$ cat src/rtl/u5frp_pkg.sv
// Package for the field record parser: shared types and coding constants.
// No dependencies; used by the decoder, the record tracker, the top level and the testbench.

package u5frp_pkg;

   // number coding constants
   localparam logic [8:0] U5_BIAS       = 9'd1;
   localparam logic [7:0] U5_LEAD_LIMIT = 8'd191;  // last lead byte that ends a number
   localparam logic [7:0] U5_CONT_LIMIT = 8'd192;  // continuation bytes below this end it
   localparam logic [2:0] U5_LAST_POS   = 3'd4;    // fifth byte always ends a number
   localparam int         U5_SHIFT_STEP = 6;

   // field flag bits that each add one extra number to a record
   localparam int FLAG_EXTRA_A = 0;
   localparam int FLAG_EXTRA_B = 2;
   localparam int FLAG_EXTRA_C = 4;

   // access flag bit for static fields
   localparam int ACCESS_STATIC_BIT = 3;

   // which number of the stream is expected
   typedef enum logic [8:0] {
      PH_COUNT1 = 9'b0_0000_0001,
      PH_COUNT2 = 9'b0_0000_0010,
      PH_NAME   = 9'b0_0000_0100,
      PH_SIG    = 9'b0_0000_1000,
      PH_OFFSET = 9'b0_0001_0000,
      PH_ACCESS = 9'b0_0010_0000,
      PH_FLAGS  = 9'b0_0100_0000,
      PH_EXTRAS = 9'b0_1000_0000,
      PH_IDLE   = 9'b1_0000_0000
   } phase_type;

   // decoded number handed from the byte decoder to the record tracker
   typedef struct packed {
      logic        complete;
      logic [63:0] value;
   } number_type;

   // one parsed field record
   typedef struct packed {
      logic [31:0]        name_index;
      logic [31:0]        signature_index;
      logic signed [31:0] field_offset;
      logic signed [31:0] access_bits;
      logic               static_flag;
      logic               final_record;
   } record_type;

endpackage

$ cat src/rtl/u5frp_decode.sv
// Byte decoder: accumulates one variable-length number from the byte stream.
// Depends on u5frp_pkg.

module u5frp_decode
   import u5frp_pkg::*;
(
   input  logic       clock,
   input  logic       reset,
   input  logic       step,
   input  logic [7:0] stream_byte,
   input  logic       end_of_stream,
   output number_type number
);

   logic [63:0] acc_ff, acc_in;
   logic [2:0]  pos_ff, pos_in;
   logic [8:0]  biased;
   logic [63:0] term;
   logic        done;

   // byte minus bias, sign extended and placed at its digit position
   always_comb begin
      biased = {1'b0, stream_byte} - U5_BIAS;
      term   = {{55{biased[8]}}, biased} << (U5_SHIFT_STEP * int'(pos_ff));
   end

   // running sum and end-of-number test
   always_comb begin
      if (pos_ff == 3'd0) begin
         if (stream_byte == 8'd0) begin
            acc_in = 64'd0;
         end else begin
            acc_in = {56'd0, biased[7:0]};
         end
         done = (stream_byte <= U5_LEAD_LIMIT);
      end else begin
         acc_in = acc_ff + term;
         done   = (stream_byte < U5_CONT_LIMIT) || (pos_ff >= U5_LAST_POS);
      end
      number.complete = done || end_of_stream;
      number.value    = acc_in;
      pos_in          = number.complete ? 3'd0 : pos_ff + 3'd1;
   end

   // state update per consumed byte
   always_ff @(posedge clock) begin
      if (reset) begin
         acc_ff <= 64'd0;
         pos_ff <= 3'd0;
      end else if (step) begin
         acc_ff <= number.complete ? 64'd0 : acc_in;
         pos_ff <= pos_in;
      end
   end

endmodule

$ cat src/rtl/u5frp_record.sv
// Record tracker: header counts, field slots, extra skipping and record emission.
// Depends on u5frp_pkg; fed by u5frp_decode.

module u5frp_record
   import u5frp_pkg::*;
(
   input  logic       clock,
   input  logic       reset,
   input  logic       step,
   input  logic       end_of_stream,
   input  number_type number,
   output logic       active,
   output logic       emit,
   output record_type record
);

   phase_type   phase_ff, phase_in;
   logic [63:0] first_ff, first_in;
   logic [63:0] left_ff, left_in;
   logic [31:0] name_ff, name_in;
   logic [31:0] sig_ff, sig_in;
   logic [31:0] offset_ff, offset_in;
   logic [31:0] access_ff, access_in;
   logic [1:0]  pend_ff, pend_in;
   logic        done_ff, done_in;
   logic [1:0]  extra_cnt;
   logic        last_by_count;

   assign active        = !done_ff && (phase_ff != PH_IDLE);
   assign last_by_count = (left_ff == 64'd1);

   always_comb begin
      extra_cnt = {1'b0, number.value[FLAG_EXTRA_A]} + {1'b0, number.value[FLAG_EXTRA_B]}
                + {1'b0, number.value[FLAG_EXTRA_C]};
   end

   // slot sequencing
   always_comb begin
      phase_in  = phase_ff;
      first_in  = first_ff;
      left_in   = left_ff;
      name_in   = name_ff;
      sig_in    = sig_ff;
      offset_in = offset_ff;
      access_in = access_ff;
      pend_in   = pend_ff;
      done_in   = done_ff;
      emit      = 1'b0;

      if (active && number.complete) begin
         case (phase_ff)
            PH_COUNT1: begin
               first_in = number.value;
               phase_in = PH_COUNT2;
            end
            PH_COUNT2: begin
               left_in  = first_ff + number.value;
               phase_in = (left_in != 64'd0) ? PH_NAME : PH_IDLE;
            end
            PH_NAME: begin
               name_in  = number.value[31:0];
               phase_in = PH_SIG;
            end
            PH_SIG: begin
               sig_in   = number.value[31:0];
               phase_in = PH_OFFSET;
            end
            PH_OFFSET: begin
               offset_in = number.value[31:0];
               phase_in  = PH_ACCESS;
            end
            PH_ACCESS: begin
               access_in = number.value[31:0];
               phase_in  = PH_FLAGS;
            end
            PH_FLAGS: begin
               if (extra_cnt == 2'd0) begin
                  emit = 1'b1;
               end else begin
                  pend_in  = extra_cnt;
                  phase_in = PH_EXTRAS;
               end
            end
            PH_EXTRAS: begin
               pend_in = (pend_ff == 2'd0) ? 2'd0 : pend_ff - 2'd1;
               if (pend_in == 2'd0) begin
                  emit = 1'b1;
               end
            end
            default: begin
               phase_in = phase_ff;
            end
         endcase
      end

      // stream ending inside a record still flushes it
      if (active && end_of_stream && !emit &&
          (phase_in inside {PH_SIG, PH_OFFSET, PH_ACCESS, PH_FLAGS, PH_EXTRAS})) begin
         emit = 1'b1;
      end

      record.name_index      = name_in;
      record.signature_index = sig_in;
      record.field_offset    = offset_in;
      record.access_bits     = access_in;
      record.static_flag     = access_in[ACCESS_STATIC_BIT];
      record.final_record    = last_by_count || end_of_stream;

      // clear the record slots after emission
      if (emit) begin
         left_in   = left_ff - 64'd1;
         phase_in  = last_by_count ? PH_IDLE : PH_NAME;
         name_in   = 32'd0;
         sig_in    = 32'd0;
         offset_in = 32'd0;
         access_in = 32'd0;
         pend_in   = 2'd0;
      end

      if (end_of_stream) begin
         done_in = 1'b1;
      end
   end

   // tracker state
   always_ff @(posedge clock) begin
      if (reset) begin
         phase_ff  <= PH_COUNT1;
         first_ff  <= 64'd0;
         left_ff   <= 64'd0;
         name_ff   <= 32'd0;
         sig_ff    <= 32'd0;
         offset_ff <= 32'd0;
         access_ff <= 32'd0;
         pend_ff   <= 2'd0;
         done_ff   <= 1'b0;
      end else if (step) begin
         phase_ff  <= phase_in;
         first_ff  <= first_in;
         left_ff   <= left_in;
         name_ff   <= name_in;
         sig_ff    <= sig_in;
         offset_ff <= offset_in;
         access_ff <= access_in;
         pend_ff   <= pend_in;
         done_ff   <= done_in;
      end
   end

endmodule

$ cat src/rtl/unsigned5_field_record_parser.sv
// Results: a result is written to the result register once the request byte ending its
// record is in the request register and the result register is free.
// Throughput: one request byte per cycle; the only wait is a held result under rsp_stall.
// Pace is set by the single decode step between the request register and result register.
// Reset: synchronous, active high; clears the valid flags of both registers, the running
// number and all record state, so the parser expects the first header count again.

module unsigned5_field_record_parser
   import u5frp_pkg::*;
(
   input  logic               clock,
   input  logic               reset,
   input  logic               req_valid,
   output logic               req_stall,
   input  logic [7:0]         req_stream_byte,
   input  logic               req_end_of_stream,
   output logic               rsp_valid,
   input  logic               rsp_stall,
   output logic [31:0]        rsp_name_index,
   output logic [31:0]        rsp_signature_index,
   output logic signed [31:0] rsp_field_offset,
   output logic signed [31:0] rsp_access_bits,
   output logic               rsp_static_flag,
   output logic               rsp_final_record
);

   logic       in_valid_ff;
   logic [7:0] in_byte_ff;
   logic       in_eos_ff;
   logic       rsp_valid_ff;
   record_type rsp_ff;
   logic       out_free;
   logic       advance;
   logic       active;
   logic       emit;
   number_type number;
   record_type record;

   // pipeline flow
   assign out_free  = !rsp_valid_ff || !rsp_stall;
   assign advance   = in_valid_ff && (!emit || out_free);
   assign req_stall = in_valid_ff && !advance;

   // request register
   always_ff @(posedge clock) begin
      if (reset) begin
         in_valid_ff <= 1'b0;
      end else if (!req_stall) begin
         in_valid_ff <= req_valid;
      end
   end

   always_ff @(posedge clock) begin
      if (req_valid && !req_stall) begin
         in_byte_ff <= req_stream_byte;
         in_eos_ff  <= req_end_of_stream;
      end
   end

   u5frp_decode u_decode (
      .clock         (clock),
      .reset         (reset),
      .step          (advance && active),
      .stream_byte   (in_byte_ff),
      .end_of_stream (in_eos_ff),
      .number        (number)
   );

   u5frp_record u_record (
      .clock         (clock),
      .reset         (reset),
      .step          (advance),
      .end_of_stream (in_eos_ff),
      .number        (number),
      .active        (active),
      .emit          (emit),
      .record        (record)
   );

   // result register
   always_ff @(posedge clock) begin
      if (reset) begin
         rsp_valid_ff <= 1'b0;
      end else if (advance && emit) begin
         rsp_valid_ff <= 1'b1;
      end else if (!rsp_stall) begin
         rsp_valid_ff <= 1'b0;
      end
   end

   always_ff @(posedge clock) begin
      if (advance && emit) begin
         rsp_ff <= record;
      end
   end

   assign rsp_valid           = rsp_valid_ff;
   assign rsp_name_index      = rsp_ff.name_index;
   assign rsp_signature_index = rsp_ff.signature_index;
   assign rsp_field_offset    = rsp_ff.field_offset;
   assign rsp_access_bits     = rsp_ff.access_bits;
   assign rsp_static_flag     = rsp_ff.static_flag;
   assign rsp_final_record    = rsp_ff.final_record;

endmodule

$ cat config.mk
export PLATFORM = sky130hd
export DESIGN_NAME = unsigned5_field_record_parser
export DESIGN_NICKNAME = d
export VERILOG_FILES = /design/src/rtl/u5frp_pkg.sv /design/src/rtl/u5frp_decode.sv /design/src/rtl/u5frp_record.sv /design/src/rtl/unsigned5_field_record_parser.sv
export SDC_FILE = /design/constraint.sdc
export NUM_CORES = 1
export LEC_CHECK = 0
export BUFFER_PORTS_ARGS = -buffer_cell sky130_fd_sc_hd__buf_4
export CORE_UTILIZATION = 35
export CTS_CLUSTER_SIZE = 30
export DETAILED_ROUTE_END_ITERATION = 8
export PLACE_DENSITY = 0.54
export SETUP_SLACK_MARGIN = 0.1
export SYNTH_ARGS = -nofsm -noshare
export SYNTH_HDL_FRONTEND = slang
export SYNTH_SLANG_ARGS = --single-unit
export TNS_END_PERCENT = 10
$ cat constraint.sdc
create_clock -name clock -period 15.7 [get_ports clock]
set_input_delay 1.57 -clock clock [delete_from_list [all_inputs] [get_ports clock]]
set_output_delay 1.57 -clock clock [all_outputs]
set_load 0.05 [all_outputs]
; Word-level counts from Yosys, hierarchy flattened
; Index checks and enable logic that the tools add are counted.
[word_totals]
reg_bits = 476
wordCells = 125
[op_classes]
addsub = 8
mul = 1
order_cmp = 3
n_eq_ne = 17
n_shift = 1
n_mux = 38
n_reduce_logical = 36
[op_table]
columns = cell, count
row1 = $mux 32, 12
row2 = $mux 64, 5
row3 = $add 64x64->64, 2
row4 = $eq 64x1->1 const B, 1
row5 = $reduce_bool 64->1, 1
row6 = $shl 64x32->64, 1
row7 = $sub 64x1->64 const B, 1
row8 = $pmux 9 s7, 1
row9 = $mux 9, 5
row10 = $eq 9x4->1 const B, 2
row11 = $eq 9x5->1 const B, 2
row12 = $eq 9x6->1 const B, 2
row13 = $eq 9x7->1 const B, 2
row14 = $eq 9x8->1 const B, 2
row15 = $logic_and 1x1->1, 10
row16 = $eq 9x1->1 const B, 1
row17 = $eq 9x2->1 const B, 1
row18 = $eq 9x3->1 const B, 1
row19 = $ne 9x9->1 const B, 1
row20 = $sub 8x1->9 const B, 1
row21 = $le 8x8->1 const B, 1
row22 = $logic_not 8->1, 1
row23 = $lt 8x8->1 const B, 1
row24 = $mux 2, 4
row25 = other kinds (23), 43

; Depth between registers and ports, before layout
; Gate-level depths: netlist (run 1).
[depth]
ltp_word = 21
mapped_depth = 38
depth_no_buf = 37

; Cells and area by module
; From an unflattened synthesis (run 1), not the netlist that was laid out.
[unflattened]
cells_unflattened = 3699
hier_area_um2 = 30088.9
[by_module_without_submodules]
columns = mod, n_inst, cells_each, area_per_inst_um2
row1 = u5frp_record, 1, 2445, 18159.9
row2 = u5frp_decode, 1, 1101, 7654.8
row3 = unsigned5_field_record_parser, 1, 153, 4274.1

; Worst setup path before layout (run 1)
; OpenSTA, ideal clock, no wires.
[synth_path]
path_kind = reg2reg
from = reg u_decode.pos_ff[1]
to = reg rsp_ff, in the netlist rsp_access_bits[0] (enable)
arrival_ns = 10.898
required_ns = 15.082
setup_slack_ns = 4.183
stages_incl_launch_ff = 28
synth_period_minus_slack_ns = 11.517
path_cell_list = dfxtp_1 -> ha_1 -> inv_1 -> fa_1 -> xor2_1 -> clkbuf_1 -> nand2_1 -> clkbuf_1 -> nor2_1 -> ha_1 -> fa_1 -> a21oi_1 -> nor2b_1 -> nor2_1 -> xnor2_1 -> a22oi_1 -> inv_1 -> fa_1 -> o41ai_1 -> a221oi_2 -> o2111a_1 -> mux2i_2 -> a21oi_4 -> o21ai_1 -> buf_2 -> buf_2 -> buf_2 -> nor2_1
[synth_lines]
columns = item, line
row1 = from (decl), u5frp_decode.sv:16  ; logic [2:0] pos_ff, pos_in;
row2 = from (signal assigned), u5frp_decode.sv:52  ; pos_ff <= pos_in;
row3 = to (signal assigned), unsigned5_field_record_parser.sv:93  ; rsp_ff <= record;
row4 = to (decl), unsigned5_field_record_parser.sv:31  ; record_type rsp_ff;

==> results.yml, run 1 <==
run_status:
  outcome: "completed"
yosys:
  mappedNetlistArea_um2: 29600
  synth_top_area_frac: 0.228
  synth.avg_cell_area_um2: 7.87
  yosysSeqAreaShare: 0.368
  synth_fp_nets: 3909
  syn-instance-count: 3758
  synth_edf_count: 138
  synth.largest_area_cell: "dfxtp_1"
  synth.distinct_cells: 111
  async_flop_share: 0
  yosys_warnings: 0
  yosys-top-cells-area: "dfxtp_1 (23%), edfxtp_1 (14%), nand2_1 (6.4%)"
  ys_ff_latch: 475
  ys.flop_type: "dfxtp_1"
setup_path:
  slowest_delay_ps: 680
  crit_path_end_kind: "register"
  worst-path-max-fanout: 8
  crit_buf_inv: 1
  required_ps: 16170
  crit_family: "compound AO/OA/AOI/OAI gates"
  worstPathArrival_ps: 11030
  crit_start: "in_byte_ff[0]"
  rr_worst_depth: 34
  crit_top_cell: "a21oi_1"
  critPathSlowestCell: "a21oi_1"
  regToRegStartpoint: "in_byte_ff[0]"
  critPathKind: "reg2reg"
  path_depth: 34
  cp-start-kind: "register"
final_layout:
  layout-drive-gt1-share: 0.0969
  syn2layout_area_growth_pct: 12.7
  multi_input_area_um2: 17300
  layout_common_cells: "nand2_1 (505), nor2_1 (461), a21oi_1 (351)"
  fillers: 8584
  seqCellArea_um2: 10900
  layout.nets: 3902
  mostFrequentLayoutCell: "nand2_1"
sta:
  holdWs_ps: 452
  post-route-period-util: 0.672
  fin_crit_ps: 10560
  worst_pin_slew_ps: 1070
  final.setup.tns_ps: 0
  timing.fmax_mhz: 94.7
  finalSetupViolCount: 0
  rsz0062_at_grt: "false"
  hold_violations: 0
  max_slew_margin: 0.282
  skew_ps: 31.6
  finalMaxSlewViolations: 0
drt:
  drc: 0
  wl_per_cell_um: 20.8
  vias_per_cell: 5.69
  initialDrtViolationCount: 2882
  drt_first_pass_iters: 6
  drtAntennaViolNets: 0
  vias: 28063
  wl_um: 102000
placement:
  portBuffers: 144
  routabilityCongestion: 0.975
  dp_hpwl_um: 72400
floorplan:
  initial_core_util: 0.353
  die_x_um: 293
  row_count: 106
  die_y_um: 293
  io_pins: 145
  core_area_um2: 83700
  die_area_um2: 85700
global_routing:
  track_usage: 0.230
  grt_pass1_vias: 25206
  grt_overflow: 0
  antenna_found_initial: 8
  grt_start_max_net_pins: 123
  grt_pass1_wl_um: 155000
clocking:
  postCtsHoldBufs: 0
  insertion_delay_ps: 650
  cts_tree: "built"
  root_buffer: "clkbuf_16"
  path_clk_slew_ps: 60
  clock-sinks: 475
  cts_max_level: 2
  cts_resized: 0
  postCtsSetupBuffers: 0
  clockBufferDepth: 3
  numCtsBuffers: 56
hold_path:
  min-delay-start: "u_record.left_ff[51]"
  hp-class: "reg2reg"
  hold_depth: 2
power_and_ir_drop:
  leakage_nw: 12.8
  p_per_area_nw_per_um2: 83.9
  ir_drop_mv: 0.0769
run:
  maxCapViolCount: 0
==> area by class of cell <==
cell class                 count  area share
antenna                        1   0.0000751
timing repair buffer         197      0.0446
clock inverter                27     0.00893
sequential                   475       0.327
inverter                      88     0.00991
clock buffer                  77      0.0474
multi-input combinational   2933       0.520
tap                         1134      0.0426
==> logic make-up (layout without fill, tap and decap cells) <==
| family | count (synthesis) | count (layout) | synth area share |
|---|---|---|---|
| other | 0 | 1 | 0 |
| buffers and inverters | 350 | 389 | 0.0485 |
| AND/OR/NAND/NOR | 1453 | 1453 | 0.225 |
| XOR/XNOR | 109 | 109 | 0.0323 |
| adder cells (fa/ha/maj) | 138 | 138 | 0.0594 |
| AO/OA/AOI/OAI | 1219 | 1219 | 0.261 |
| multiplexers | 14 | 14 | 0.00516 |
| flip-flops | 475 | 475 | 0.368 |
==> sequential cells by signal, indices dropped and copies added (netlist names) <==
signal               cells
u_record.left_ff        64
u_decode.acc_ff         64
u_record.phase_ff        9
u_record.done_ff         1
rsp_name_index          32
rsp_field_offset        32
u_record.name_ff        32
u_record.offset_ff      32
in_valid_ff              1
u_record.pend_ff         2
rsp_valid                1
u_record.first_ff       64
in_eos_ff                1
u_record.sig_ff         32
in_byte_ff               8
u_decode.pos_ff          3
rsp_signature_index     32
rsp_access_bits         32
rsp_final_record         1
u_record.access_ff      32
==> cells in the mapped netlist, drive strengths merged, types with 11 or more instances <==
| library cell | number |
|---|---|
| nand2b | 17 |
| a221oi | 19 |
| a21o | 70 |
| nand2 | 508 |
| or4 | 11 |
| ha | 134 |
| o21bai | 13 |
| a22oi | 158 |
| buf | 76 |
| xnor2 | 69 |
| a21oi | 357 |
| a211oi | 53 |
| o21a | 20 |
| dfxtp | 337 |
| clkbuf | 186 |
| o21ai | 327 |
| nor2 | 466 |
| a31oi | 30 |
| nand3b | 17 |
| and3 | 23 |
| o211ai | 25 |
| nor3b | 12 |
| nor4 | 36 |
| o31ai | 37 |
| edfxtp | 138 |
| and2 | 25 |
| xor2 | 40 |
| nor2b | 20 |
| inv | 88 |
| nor3 | 112 |
| nand4 | 46 |
| nand3 | 93 |
| or3 | 34 |
==> power breakdown <==
part	internal (mW)	total [mW]	switching, mW
clock	0.775	1.34	0.562
combinational	0.0494	0.193	0.144
sequential	1.26	1.27	0.00669
==> final timing paths <==
kind	slack, ps	end
max	5140	u_record.phase_ff[2]
max reg2reg	5140	u_record.phase_ff[2]
min	450	u_record.left_ff[51]
min reg2reg	450	u_record.left_ff[51]
==> metrics by stage <==
step	cell area, um^2	utilization	setup WS, ps	total power [mW]	std cells
global placement	31500	0.376	5340	1.49	4827
detailed placement	31500	0.376	5230	1.48	4827
CTS	33300	0.398	5100	2.82	4931
floorplan	29600	-	4180	1.42	3758
finish	33300	0.398	5140	2.80	4932
global route	33300	0.398	4370	2.89	4931
==> tightest hold or removal path: stages (launching register included) <==
cell     delay, ps
dfxtp_1        300
nand2_1         50
a21oi_1         50
==> metal layers <==
layer | vias up | GRT usage | share of wire
li1 | 13671 | - | -
met1 | 13349 | 0.334 | 0.47
met2 | 904 | 0.357 | 0.45
met3 | 137 | 0.0272 | 0.063
met4 | 2 | 0.0628 | 0.025
met5 | - | 0 | 0.00011
(Power assumes the default switching activity.)
==> inputs of run 2 (changes only) <==
Clock period 15.7 ns to 9.9 ns, I/O delays scaled along.
==> run 2 against run 1 <==
Net effect:
- count of clock-buffer cells in the layout rose by 7
- cell area rose by 0.86%
- cell count rose by 0.41%
- fmax rose by 16%
- core utilization rose by 0.34 points
- non-clock buffer count rose by 20
- critical endpoint unchanged
==> results.yml, run 2 (same netlist as run 1, synthesis figures left out) <==
sta:
  finalSetupViolCount: 0
  skew_ps: 29.7
  finalMaxSlewViolations: 0
  holdWs_ps: 454
  post-route-period-util: 0.919
  timing.fmax_mhz: 110
  final.setup.tns_ps: 0
  rsz0062_at_grt: "false"
  hold_violations: 0
  fin_crit_ps: 9100
  max_slew_margin: 0.254
  worst_pin_slew_ps: 1120
floorplan:
  die_x_um: 293
  die_area_um2: 85700
  die_y_um: 293
  row_count: 106
  core_area_um2: 83700
  initial_core_util: 0.353
  io_pins: 145
final_layout:
  syn2layout_area_growth_pct: 13.7
  mostFrequentLayoutCell: "nand2_1"
  largestRegisters: "u_decode.acc_ff (64), u_record.first_ff (64), u_record.left_ff (64)"
  layout.nets: 3922
  layout-drive-gt1-share: 0.104
  antenna_cells: 0
  layout_common_cells: "nand2_1 (504), nor2_1 (460), a21oi_1 (348)"
  fillers: 8646
clocking:
  insertion_delay_ps: 630
  clock-sinks: 475
  path_clk_slew_ps: 60
  root_buffer: "clkbuf_16"
  cts_max_level: 2
  cts_tree: "built"
  numCtsBuffers: 56
  clockBufferDepth: 3
run_status:
  outcome: "completed"
drt:
  vias: 28036
  initialDrtViolationCount: 3156
  drc: 0
  drtAntennaViolNets: 0
  vias_per_cell: 5.66
  drt_first_pass_iters: 5
  wl_per_cell_um: 21.1
  wl_um: 105000
placement:
  dp_hpwl_um: 74400
  portBuffers: 144
  routabilityCongestion: 0.956
power_and_ir_drop:
  leakage_nw: 12.9
  p_total_mw: 4.46
  power.internal_mw: 3.32
  p_sw_frac: 0.255
  p_sw_mw: 1.14
  pwr-share-seq: 0.450
  p_per_area_nw_per_um2: 133
  p_comb_frac: 0.074
  p_clk_frac: 0.476
  ir_drop_mv: 0.130
global_routing:
  antenna_found_initial: 7
  grt_start_max_net_pins: 161
  grt_pass1_wl_um: 158000
  track_usage: 0.236
  grt_overflow: 0
  grt_pass1_vias: 25293
setup_path:
  critPathKind: "reg2reg"
  critPathSlowestCell: "or4_4"
  worst-path-max-fanout: 7
  required_ps: 10360
  cp-start-kind: "register"
  worstPathArrival_ps: 9560
  slowest_delay_ps: 540
  crit_top_cell: "buf_4"
  crit_path_end_kind: "register"
run:
  maxCapViolCount: 0
hold_path:
  hp-class: "reg2reg"
==> run 2: final cells by class <==
type                       instances  area, um^2  area share
sequential                       475       10900       0.324
clock buffer                      84        1660      0.0493
clock inverter                    21         251     0.00748
multi-input combinational       2933       17400       0.518
inverter                          88         330     0.00982
timing repair buffer             217        1670      0.0498
tap                             1134        1420      0.0422
==> run 2: per-layer routing <==
metal,part of all wire,GRT usage
met5,0,0
met2,0.44,0.362
met3,0.057,0.0348
met1,0.48,0.344
met4,0.022,0.0581
==> run 2: metrics by stage <==
stage / util / instances / instance area, um^2 / setup WS [ps]
after floorplan: - / 3758 / 29600 / 570
after global placement: 0.378 / 4846 / 31600 / 128
after detailed placement: 0.378 / 4846 / 31600 / 6.52
after CTS: 0.401 / 4951 / 33600 / 144
after global routing: 0.402 / 4952 / 33600 / 112
final: 0.402 / 4952 / 33600 / 804
==> run 2: timing repair <==
item                                    in CTS  in global routing
hold endpoints to repair                     0                  0
pin swaps                                    0                  2
buffers inserted                             0                  1
cloned                                       0                  0
hold buffers                                 0                  0
endpoints found under the setup margin       2                  2
gates resized for setup                      3                 13
==> run 2: final timing paths <==
kind	startpoint	endpoint	slack (ps)	depth (start not counted)
worst max-delay path	in_byte_ff[0]	u_record.phase_ff[2]	800	38
worst max register to register	in_byte_ff[0]	u_record.phase_ff[2]	800	38
worst min-delay path	u_record.left_ff[51]	u_record.left_ff[51]	450	2
worst min register to register	u_record.left_ff[51]	u_record.left_ff[51]	450	2
==> run 2: worst max-delay path: cells and delay by family, from the launching register on <==
kind            cells  cell delay (ps)
compound gates     15             3660
xor+xnor            2              420
fa+ha+maj           3              980
buf+inv             5              860
flops               1              450
simple gates       13             2550
==> run 2: power by group through the flow <==
stage	combinational, mW	sequential (mW)	clock, mW
global placement	0.326	2.05	0
floorplan	0.200	2.05	0
detailed placement	0.324	2.05	0
finish	0.330	2.01	2.12
global route	0.356	2.01	2.25
CTS	0.325	2.01	2.17
